## config.mk

```make
export PLATFORM = sky130hd
export DESIGN_NAME = ssr_ctrl
export DESIGN_NICKNAME = d
export VERILOG_FILES = /design/src/hw/rtl/ssr_pkg.sv /design/src/hw/rtl/ssr_ctrl.sv
export SDC_FILE = /design/constraint.sdc
export NUM_CORES = 1
export LEC_CHECK = 0
export BUFFER_PORTS_ARGS = -buffer_cell sky130_fd_sc_hd__buf_4
export CAP_MARGIN = 20
export CORE_AREA = 2 2 39 41
export DETAILED_ROUTE_END_ITERATION = 8
export DIE_AREA = 0 0 41 43
export MAX_ROUTING_LAYER = met4
export PLACE_DENSITY = 0.42
export SLEW_MARGIN = 15
export SYNTH_ARGS = -nofsm -noshare
export SYNTH_HDL_FRONTEND = slang
export SYNTH_SLANG_ARGS = --single-unit
```

## constraint.sdc

```tcl
create_clock -name clk -period 4.3 [get_ports clk]
set_input_delay 0.215 -clock clk [delete_from_list [all_inputs] [get_ports clk]]
set_output_delay 0.215 -clock clk [all_outputs]
set_load 0.005 [all_outputs]
```

## src/hw/rtl/ssr_pkg.sv

```systemverilog
// ----------------------------------------------------------------------------
// ssr_pkg: shared types and constants for the stepper speed ramp
// Field widths, opcodes, motion codes, register indexes and the
// controller/datapath command and status bundles.
// ----------------------------------------------------------------------------
package ssr_pkg;

  localparam int PERIOD_BITS = 32;
  localparam int COEF_BITS   = 48;
  localparam int CFG_BITS    = 48;
  localparam int CFG_IDX_BITS = 2;
  localparam int HALF_COEF   = COEF_BITS / 2;
  localparam int HALF_SQ     = PERIOD_BITS;
  localparam int SQ_BITS     = 2 * PERIOD_BITS;
  localparam int PP_BITS     = HALF_COEF + HALF_SQ;
  localparam int ACC_BITS    = COEF_BITS + SQ_BITS;
  localparam int DELTA_BITS  = 34;
  localparam int NEXT_BITS   = 35;

  localparam logic [1:0] OP_START = 2'd0;
  localparam logic [1:0] OP_STEP  = 2'd1;
  localparam logic [1:0] OP_STOP  = 2'd2;

  localparam logic [1:0] MS_STOPPED  = 2'd0;
  localparam logic [1:0] MS_COASTING = 2'd1;
  localparam logic [1:0] MS_ACCEL    = 2'd2;
  localparam logic [1:0] MS_DECEL    = 2'd3;

  localparam logic [CFG_IDX_BITS-1:0] REG_START_PERIOD = 2'd0;
  localparam logic [CFG_IDX_BITS-1:0] REG_MIN_PERIOD   = 2'd1;
  localparam logic [CFG_IDX_BITS-1:0] REG_ACC_COEF     = 2'd2;
  localparam logic [CFG_IDX_BITS-1:0] REG_DEC_COEF     = 2'd3;

  localparam logic [PERIOD_BITS-1:0] START_PERIOD_RST = 32'd1000000;
  localparam logic [PERIOD_BITS-1:0] MIN_PERIOD_RST   = 32'd1000;
  localparam logic [COEF_BITS-1:0]   COEF_RST         = 48'd1;

  localparam logic [DELTA_BITS-1:0] DELTA_CAP = 34'h2_0000_0000;

  typedef struct packed {
    logic [1:0]             opcode;
    logic [PERIOD_BITS-1:0] target_period;
  } ssr_in_t;

  typedef struct packed {
    logic [PERIOD_BITS-1:0] period;
    logic                   period_valid;
    logic                   accepted;
    logic [1:0]             motion_code;
    logic                   event_fired;
  } ssr_out_t;

  typedef struct packed {
    logic       capture;
    logic       sq_en;
    logic       mul_en;
    logic [1:0] mul_sel;
    logic       acc_en;
    logic       delta_en;
    logic       commit;
  } ssr_cmd_t;

  typedef struct packed {
    logic run_step;
  } ssr_status_t;

endpackage

```

## src/hw/rtl/ssr_ctrl.sv

```systemverilog
// ----------------------------------------------------------------------------
// ssr_ctrl: sequencer of the stepper speed ramp
// Accepts a beat, walks the square / multiply-accumulate / saturate steps
// for a running step command, commits and holds the result beat.
// ----------------------------------------------------------------------------
module ssr_ctrl (
  input  logic                 clk,
  input  logic                 rst,
  input  logic                 in_valid,
  output logic                 in_ready,
  output logic                 out_valid,
  input  logic                 out_ready,
  input  ssr_pkg::ssr_status_t status,
  output ssr_pkg::ssr_cmd_t    cmd
);
  import ssr_pkg::*;

  localparam logic [3:0] S_IDLE   = 4'd0;
  localparam logic [3:0] S_SQ     = 4'd1;
  localparam logic [3:0] S_MUL0   = 4'd2;
  localparam logic [3:0] S_MUL1   = 4'd3;
  localparam logic [3:0] S_MUL2   = 4'd4;
  localparam logic [3:0] S_MUL3   = 4'd5;
  localparam logic [3:0] S_ACC    = 4'd6;
  localparam logic [3:0] S_DELTA  = 4'd7;
  localparam logic [3:0] S_COMMIT = 4'd8;

  logic [3:0] state;
  logic [3:0] state_next;
  logic       accept;

  assign in_ready = (state == S_IDLE) && (!out_valid || out_ready);
  assign accept   = in_valid && in_ready;

  always_comb begin
    cmd        = '0;
    state_next = state;
    unique case (state)
      S_IDLE: begin
        cmd.capture = accept;
        if (accept) begin
          state_next = status.run_step ? S_SQ : S_COMMIT;
        end
      end
      S_SQ: begin
        cmd.sq_en  = 1'b1;
        state_next = S_MUL0;
      end
      S_MUL0: begin
        cmd.mul_en  = 1'b1;
        cmd.mul_sel = 2'd0;
        cmd.acc_en  = 1'b1;
        state_next  = S_MUL1;
      end
      S_MUL1: begin
        cmd.mul_en  = 1'b1;
        cmd.mul_sel = 2'd1;
        cmd.acc_en  = 1'b1;
        state_next  = S_MUL2;
      end
      S_MUL2: begin
        cmd.mul_en  = 1'b1;
        cmd.mul_sel = 2'd2;
        cmd.acc_en  = 1'b1;
        state_next  = S_MUL3;
      end
      S_MUL3: begin
        cmd.mul_en  = 1'b1;
        cmd.mul_sel = 2'd3;
        cmd.acc_en  = 1'b1;
        state_next  = S_ACC;
      end
      S_ACC: begin
        cmd.acc_en = 1'b1;
        state_next = S_DELTA;
      end
      S_DELTA: begin
        cmd.delta_en = 1'b1;
        state_next   = S_COMMIT;
      end
      S_COMMIT: begin
        cmd.commit = 1'b1;
        state_next = S_IDLE;
      end
      default: state_next = S_IDLE;
    endcase
  end

  always_ff @(posedge clk) begin
    if (rst) begin
      state     <= S_IDLE;
      out_valid <= 1'b0;
    end else begin
      state <= state_next;
      if (cmd.commit) begin
        out_valid <= 1'b1;
      end else if (out_ready) begin
        out_valid <= 1'b0;
      end
    end
  end

endmodule

```

-- After elaboration in Yosys (flattened, before gate mapping)
Index checks and enable logic that the tools add are counted.
- equal/unequal tests: 9
- muxes and demuxes: 11
- reductions and logical operators: 7
- operator list (kind ; count):
    one-hot mux 4 bit (8 select lines) ; 1
    equality test 4 x 3 -> 1 bit, second input constant ; 4
    one-hot mux 3 bit (4 select lines) ; 1
    equality test 4 x 2 -> 1 bit, second input constant ; 2
    2-to-1 mux 4 bit ; 2
    2-to-1 mux 1 bit ; 7
    OR reduction 5 bit ; 1
    equality test 4 x 1 -> 1 bit, second input constant ; 1
    equality test 4 bit, second input constant ; 1
    zero test 4 bit ; 1
    logical AND 1 bit ; 2
    inequality test 2 bit, second input constant ; 1
    nonzero test 2 bit ; 1
    zero test 1 bit ; 1
    logical OR 1 bit ; 1
- flip-flop bits (word level): 5
- output and inout port bits: 10
- logic and storage cells: 29

-- Longest topological paths before layout
Gate-level depths: netlist of the first run.
- depth in word-level cells: 6
- gate-level depth with buffers: 4
- mapped depth without buffers: 3

-- Least setup slack after synthesis of the first run
OpenSTA, ideal clock, no wires.
- path type: reg2reg
- start: register state[3]
- end: register state[3]
- library setup time: 103 ps
- data arrival time: 1433 ps
- data required time: 4197 ps
- slack: 2764 ps
- cell stages (with the launch flop): 5
- path buffers: 1
- clock period less this slack: 1536 ps
- path through: dfxtp_1 -> buf_6 -> or4_4 -> o22a_1 -> a2111oi_2
- word-level cells in the longest chain between the ends: 4
- ends and longest elaborated chain (item ; line ; source):
    from (decl) ; ssr_ctrl.sv:28 ; logic [3:0] state;
    from (signal assigned) ; ssr_ctrl.sv:94 ; state <= state_next;
    parallel branches: the longest is 4 deep, another holds one-hot mux 4 bit (8 select lines) ; - ;
Parallel ways; which one is timed is not known.
A chain may end at the register's enable or synchronous reset.

-- Final worst setup path of the first run
- start: register state[3]
- end: output port in_ready
- word-level cells in the longest chain between the ends: 2
- ends and longest elaborated chain (item ; line ; source):
    zero test 4 bit ; ssr_ctrl.sv:32 ; assign in_ready = (state == S_IDLE) && (!out_valid || out_ready);
    logical AND 1 bit ; ssr_ctrl.sv:32 ;
    to (decl) ; ssr_ctrl.sv:10 ; output logic in_ready,
No other way between the ends.

==> key figures, run 1 <==
Status
  – Status: completed

Placement
  – Port Buffers: 14
  – Placed instance count: a little over 60
  – Final Wtd Congestion: 0.648
  – DP Area: around 400 µm²
  – Post-detail-place hpwl: between 400 and 500 µm
  – Dpl ws: between 2 and 3 ns

STA
  – Max-slew violations: 0
  – Worst slew margin: 0.743
  – Tcrit/Tclk final: 0.389
  – Setup TNS Final: 0 ns
  – Final clock skew: about 0.0037 ns
  – Crit path time final: about 1.7 ns
  – Worst hold margin: 0.174 ns
  – RSZ-0062 raised after global routing: false
  – Worst slew pin tran: slightly below 0.4 ns
  – Final Hold Violating Endpoints: 0
  – Achievable Freq: ~600 MHz
  – Final setup fails: 0
  – Worst Slack Setup Final: approximately 2.6 ns

Drt
  – Wl on met1: between 300 and 400 µm
  – Vias/cell: ~4.6
  – DR iter-0 viols: 8
  – WL per Instance: about 10 µm
  – WL met3: 63 µm
  – Via count: a little over 300
  – Pre-antenna DRT Iters: 4
  – Metal2 WL: roughly 300 µm
  – DR top layer: met4
  – Post-route antenna net violation count: 0
  – Post-route DRC violation count: 0
  – Post-Route WL: 688 µm

GRT
  – Vias in the first global route: around 250
  – Pin count of the biggest net entering global routing: 11
  – Initial antenna violation count: 0
  – First-pass GRT wire length: between 1000 and 1500 µm
  – Total grt overflow: 0
  – Tot GR Track Use: 0.0989

Finish
  – Fillers: around 160
  – Final Cell Area: between 400 and 500 µm²
  – Area Growth Syn to Fin: 42.3%
  – Ant diodes: 0
  – Final Non-Filler Cells: 66
  – Final #Nets: 56
  – Post-route core utilization: 0.307
  – Layout cells sized above 1: 0.380

Synthesis
  – Syn nets: 41
  – Seq cells post-synth: 5
  – Post-synthesis average cell area: approximately 8.3 µm²
  – Synth Warn #: 0
  – Main combinational cell family by area after synthesis: simple AND/OR/NAND/NOR gates
  – Netlist cell types: 22
  – Compound-gate portion of the synthesized area: 0.172
  – Post-Synthesis Cells: 36
  – Mux cell area share after synthesis: 0
  – Synth Area in Simple Gates: 0.310
  – Seq/Total Area, Yosys: 0.335
  – XOR/XNOR Fraction of Synth Area: 0.0879
  – Post-Synth Adder-Cell Area: 0
  – Mapped cell area: 299 µm²

Clocking
  – Level count of the clock H-tree: 1
  – CTS Buf Count: 3
  – CTS Hold Buffers Added: 0
  – Clk_lat worst skew: roughly 0.24 ns
  – Clk root buf: clkbuf_4
  – Post-CTS Setup Repair Bufs: 0
  – Longest Clk Path Bufs: 2
  – TritonCTS sink count: 5
  – Post-cts sizing count: 0
  – CTS tree: done
  – Reg clk slew, reported paths: ~0.05 ns

Critical path
  – Critical Path RT: a little over 4 ns
  – Worst EP arrival: about 1.5 ns
  – CP startpoint kind: flip-flop
  – Crit path cell chain: or4_4 -> nor2b_1 -> buf_4
  – Critical path's top delay family: simple AND/OR/NAND/NOR gates
  – Worst path max stage delay: between 0.5 and 0.6 ns
  – WP buf/inv: 1
  – Flop2flop setup slack: about 2.7 ns
  – CP max-delay cell: or4_4
  – Setup crit end kind: output port
  – Critical path type: flip-flop to output port
  – Highest net fanout along the worst path: 10

Die
  – FP Rows: 14
  – Die width: between 40 and 50 µm
  – Die area: approximately 1800 µm²
  – Initial core utilization: 0.216
  – Die Y: 43 µm
  – Core area: between 1000 and 1500 µm²
  – IO Pins: 15

Pwr
  – PwrDens: 365 nW/µm²
  – VDD IR max: about 0.13 mV
  – P_leak: 0.185 nW
  – Final Power: approximately 160 µW

Worst hold path
  – Worst hold path class: input pin to flip-flop

Flow run
  – Max_cap viols: 0
==> final timing paths <==
kind	startpoint	end	depth (start not counted)
worst max-delay path	state[3]	in_ready	3
worst min-delay path	rst	out_valid	2
worst max register to register	state[3]	state[3]	3
worst min register to register	out_valid	out_valid	2
==> power by group <==
part / total [mW] / leakage (nW) / internal (mW) / switching, mW
Clock: 0.0551 / 0.0150 / 0.0351 / 0.0200
Combinational: 0.0416 / 0.129 / 0.0262 / 0.0154
Sequential: 0.0587 / 0.0408 / 0.0503 / 0.00836
Total: 0.155 / 0.185 / 0.112 / 0.0438
==> cell usage in the layout, fill, tap and decap left out, drive strengths merged <==
| master | netlist | final |
|---|---|---|
| dfxtp | 5 | 5 |
| nor2 | 4 | 4 |
| nor3 | 3 | 3 |
| nor4b | 1 | 1 |
| xnor2 | 2 | 2 |
| nor2b | 1 | 1 |
| a31oi | 1 | 1 |
| o21bai | 1 | 1 |
| a2111oi | 1 | 1 |
| or4 | 1 | 1 |
| o22a | 1 | 1 |
| nor4 | 1 | 1 |
| a311oi | 1 | 1 |
| xor2 | 1 | 1 |
| a21oi | 1 | 1 |
| and2 | 1 | 1 |
| clkbuf | 1 | 4 |
| nand2 | 3 | 3 |
| nand2b | 2 | 2 |
| inv | 1 | 1 |
| buf | 3 | 14 |
==> cells in the mapped netlist <==
cell	n	share of area
a2111oi_2	1	0.050
o22a_1	1	0.029
and2_1	1	0.021
buf_6	1	0.038
nor2b_1	1	0.021
xnor2_1	2	0.059
xor2_1	1	0.029
or4_4	1	0.038
nor2_1	4	0.050
nand2_1	3	0.038
dfxtp_1	5	0.33
a31oi_1	1	0.021
inv_1	1	0.013
nor3_1	3	0.050
nor4_1	1	0.021
buf_2	2	0.033
a311oi_1	1	0.029
nand2b_1	2	0.042
a21oi_1	1	0.017
o21bai_1	1	0.025
clkbuf_1	1	0.013
nor4b_1	1	0.029
==> cell type report <==
type | instances | area [µm²] | share of cell area
Timing Repair Buffer | 14 | 105 | 0.247
Tap cell | 16 | 20.0 | 0.0471
Clock buffer | 4 | 26.3 | 0.0618
Inverter | 1 | 3.75 | 0.00882
Sequential cell | 5 | 100 | 0.235
Multi-Input combinational cell | 26 | 170 | 0.400
==> worst register-to-register path, delay by kind of cell (launching register included) <==
family	cells	cell delay, ns
flops	1	0.39
simple gates	1	0.58
compound gates	2	0.51
==> logic make-up after synthesis <==
family | Yosys count
DFF | 5
xor gates and xnor gates | 3
and+or+nand+nor | 17
buffers and inverters | 5
AOI/OAI and AO/OA | 6
==> per-layer routing <==
metal | up-vias | global-route usage
li1 | 155 | -
met5 | - | -
met4 | 0 | 0.0400
met1 | 132 | 0.139
met2 | 16 | 0.109
met3 | 2 | 0.0628
==> state kept, by name (all words and copies together) (netlist names) <==
name       count
state          4
out_valid      1
Note: power is estimated with default switching activity, not from simulation.
==> inputs of run 2 (changes only) <==
Settings changed: PLACE_DENSITY 0.42 to 0.44.
Clock period 4.3 ns to 1.35 ns, I/O delays scaled along.
==> run 2 against run 1 <==
Against the previous run:
- combinational power increased to 4.7 times the previous value
- total power increased to 3.4 times the previous value
- global-route usage increased by 1.6 points
- via count increased by 3.9%
- critical path type unchanged
- hold slack got worse by 0.14 ns
- register-to-register slack got worse by 2.7 ns
- the flow now finishes with violations (negative setup slack)
==> key figures, run 2 (synthesis gave the netlist of run 1 again) <==
Status
  – Status: finished with violations
  – Failing checks: negative setup slack

Drt
  – Pre-antenna DRT Iters: 4 (unchanged)
  – Via count: 317 (+3.9%)
  – WL per Instance: 11.0 µm (+5.4%)
  – Post-route DRC violation count: 0 (unchanged)
  – Vias/cell: 4.46 (-3.4%)
  – Post-Route WL: 780 µm (+13%)
  – Post-route antenna net violation count: 0 (unchanged)
  – DR iter-0 viols: 5 (-3)

Die
  – IO Pins: 15 (unchanged)
  – Die area: 1760 µm² (unchanged)
  – Die width: 41 µm (unchanged)
  – FP Rows: 14 (unchanged)
  – Initial core utilization: 0.216 (unchanged)
  – Core area: 1380 µm² (unchanged)
  – Die Y: 43 µm (unchanged)

Finish
  – Most frequent cells in the layout: buf_4, dfxtp_1, nor2_1, nand2_1, clkbuf_4
  – Final Cell Area: 478 µm² (+12%)
  – Fillers: 153 (-6.1%)
  – Area Growth Syn to Fin: 59.8%
  – Commonest non-fill, non-tap cell in the layout: buf_4
  – Max FFs per register: 4 (unchanged)
  – Layout cells sized above 1: 0.455 (+0.0745)
  – Top flop regs: state: 4 flops, out_valid: 1 flops
  – Reg with most FFs: state
  – Final #Nets: 61 (+8.9%)
  – Ant diodes: 0 (unchanged)
  – Final Non-Filler Cells: 71 (+7.6%)

STA
  – Worst slew pin tran: 0.243 ns (-0.142 ns)
  – Final clock skew: 0.000867 ns (-0.00283 ns)
  – Final setup fails: 2 (+2)
  – Crit path time final: approximately 1.5 ns
  – Worst Slack Setup Final: -0.158 ns (-2.79 ns)
  – Final Hold Violating Endpoints: 0 (unchanged)
  – Setup TNS Final: -0.298 ns (-0.298 ns)
  – RSZ-0062 raised after global routing: true
  – Achievable Freq: 663 MHz
  – Worst slew margin: 0.836 (+0.0927)
  – Max-slew violations: 0 (unchanged)
  – Tcrit/Tclk final: 1.12

GRT
  – First-pass GRT wire length: 1300 µm (+17%)
  – Initial antenna violation count: 0 (unchanged)
  – Total grt overflow: 0 (unchanged)
  – Pin count of the biggest net entering global routing: 10 (-1)
  – Vias in the first global route: 305 (+22%)
  – Tot GR Track Use: 0.115 (+0.0164)

Critical path
  – Worst EP arrival: 1.44 ns (-0.02 ns)
  – Worst reg2reg path depth: 3 (unchanged)
  – Setup crit end kind: output port
  – Critical path type: flip-flop to output port
  – Critical Path RT: 1.28 ns (-2.81 ns)
  – Highest net fanout along the worst path: 2 (-8)
  – Flop2flop setup slack: 0.01 ns (-2.71 ns)
  – CP startpoint kind: flip-flop

Worst hold path
  – Hold Path Stages: 2 (unchanged)
  – Worst hold path class: input pin to flip-flop

Clocking
  – CTS tree: done
  – Level count of the clock H-tree: 1 (unchanged)
  – Post-CTS Setup Repair Bufs: 0 (unchanged)
  – CTS Buf Count: 3 (unchanged)
  – Clk root buf: clkbuf_4
  – CTS Hold Buffers Added: 0 (unchanged)
  – Reg clk slew, reported paths: 0.05 ns (about the same)
  – Longest Clk Path Bufs: 2 (unchanged)
  – TritonCTS sink count: 5 (unchanged)
  – Clk_lat worst skew: 0.24 ns (about the same)

Placement
  – Port Buffers: 14 (unchanged)
  – Post-detail-place hpwl: 569 µm (+15%)
  – Final Wtd Congestion: 0.758 (+17%)
  – Placed instance count: 67 (+8.1%)
  – Dpl ws: -0.0368 ns (-2.75 ns)
  – DP Area: 437 µm² (+9.4%)

Pwr
  – P_leak: 0.217 nW (+17%)
  – PwrDens: 1120 nW/µm² (+210%)
  – Final Power: 536 µW (+240%)
  – VDD IR max: 0.280 mV (+110%)

Flow run
  – Max_cap viols: 0 (unchanged)
run 2: changes by cell type in the layout (fill, tap and decap cells not counted), sizes merged:
cell and delta:
buf +5
run 2: metal layers:
| layer | track usage | vias up | wire [µm] |
|---|---|---|---|
| li1 | - | 167 | - |
| met1 | 0.138 | 141 | 332 |
| met2 | 0.150 | 9 | 405 |
| met3 | 0.0471 | 0 | 41 |
| met4 | 0.0800 | 0 | 0 |
| met5 | - | - | 0 |
run 2: path summary, 6_finish.rpt:
check	startpoint	end
max reg2reg	state[1]	state[3]
max	state[1]	in_ready
min	rst	out_valid
min reg2reg	out_valid	out_valid
run 2: what timing repair did:
action / 4_1_cts / 5_1_grt
pin swaps: 1 / 1
setup endpoints to repair: 4 / 4
resized for setup: 2 / 1
run 2: area by class of cell:
class                           instances  area, µm²  share of cell area
Multi-Input combinational cell         26        181               0.380
Inverter                                1       3.75             0.00785
Clock buffer                            4       26.3              0.0550
Tap cell                               16       20.0              0.0419
Timing Repair Buffer                   19        146               0.306
Sequential cell                         5        100               0.209
run 2: critical path, stage by stage (launching register included):
cell     delay, ns
dfxtp_1       0.31
or4_4         0.54
buf_6         0.13
nor2b_1       0.10
buf_4         0.12
run 2: per-stage QoR:
step           hold WS, ns   util
3_3_place_gp         0.287  0.316
4_1_cts             0.0274  0.341
5_1_grt             0.0288  0.345
2_1_floorplan        0.137      -
6_report            0.0363  0.345
3_5_place_dp         0.291  0.316
run 2: power breakdown:
part	internal (mW)	total (mW)	switching (mW)
clock network	0.112	0.174	0.0625
logic	0.114	0.195	0.0811
registers	0.160	0.166	0.00626
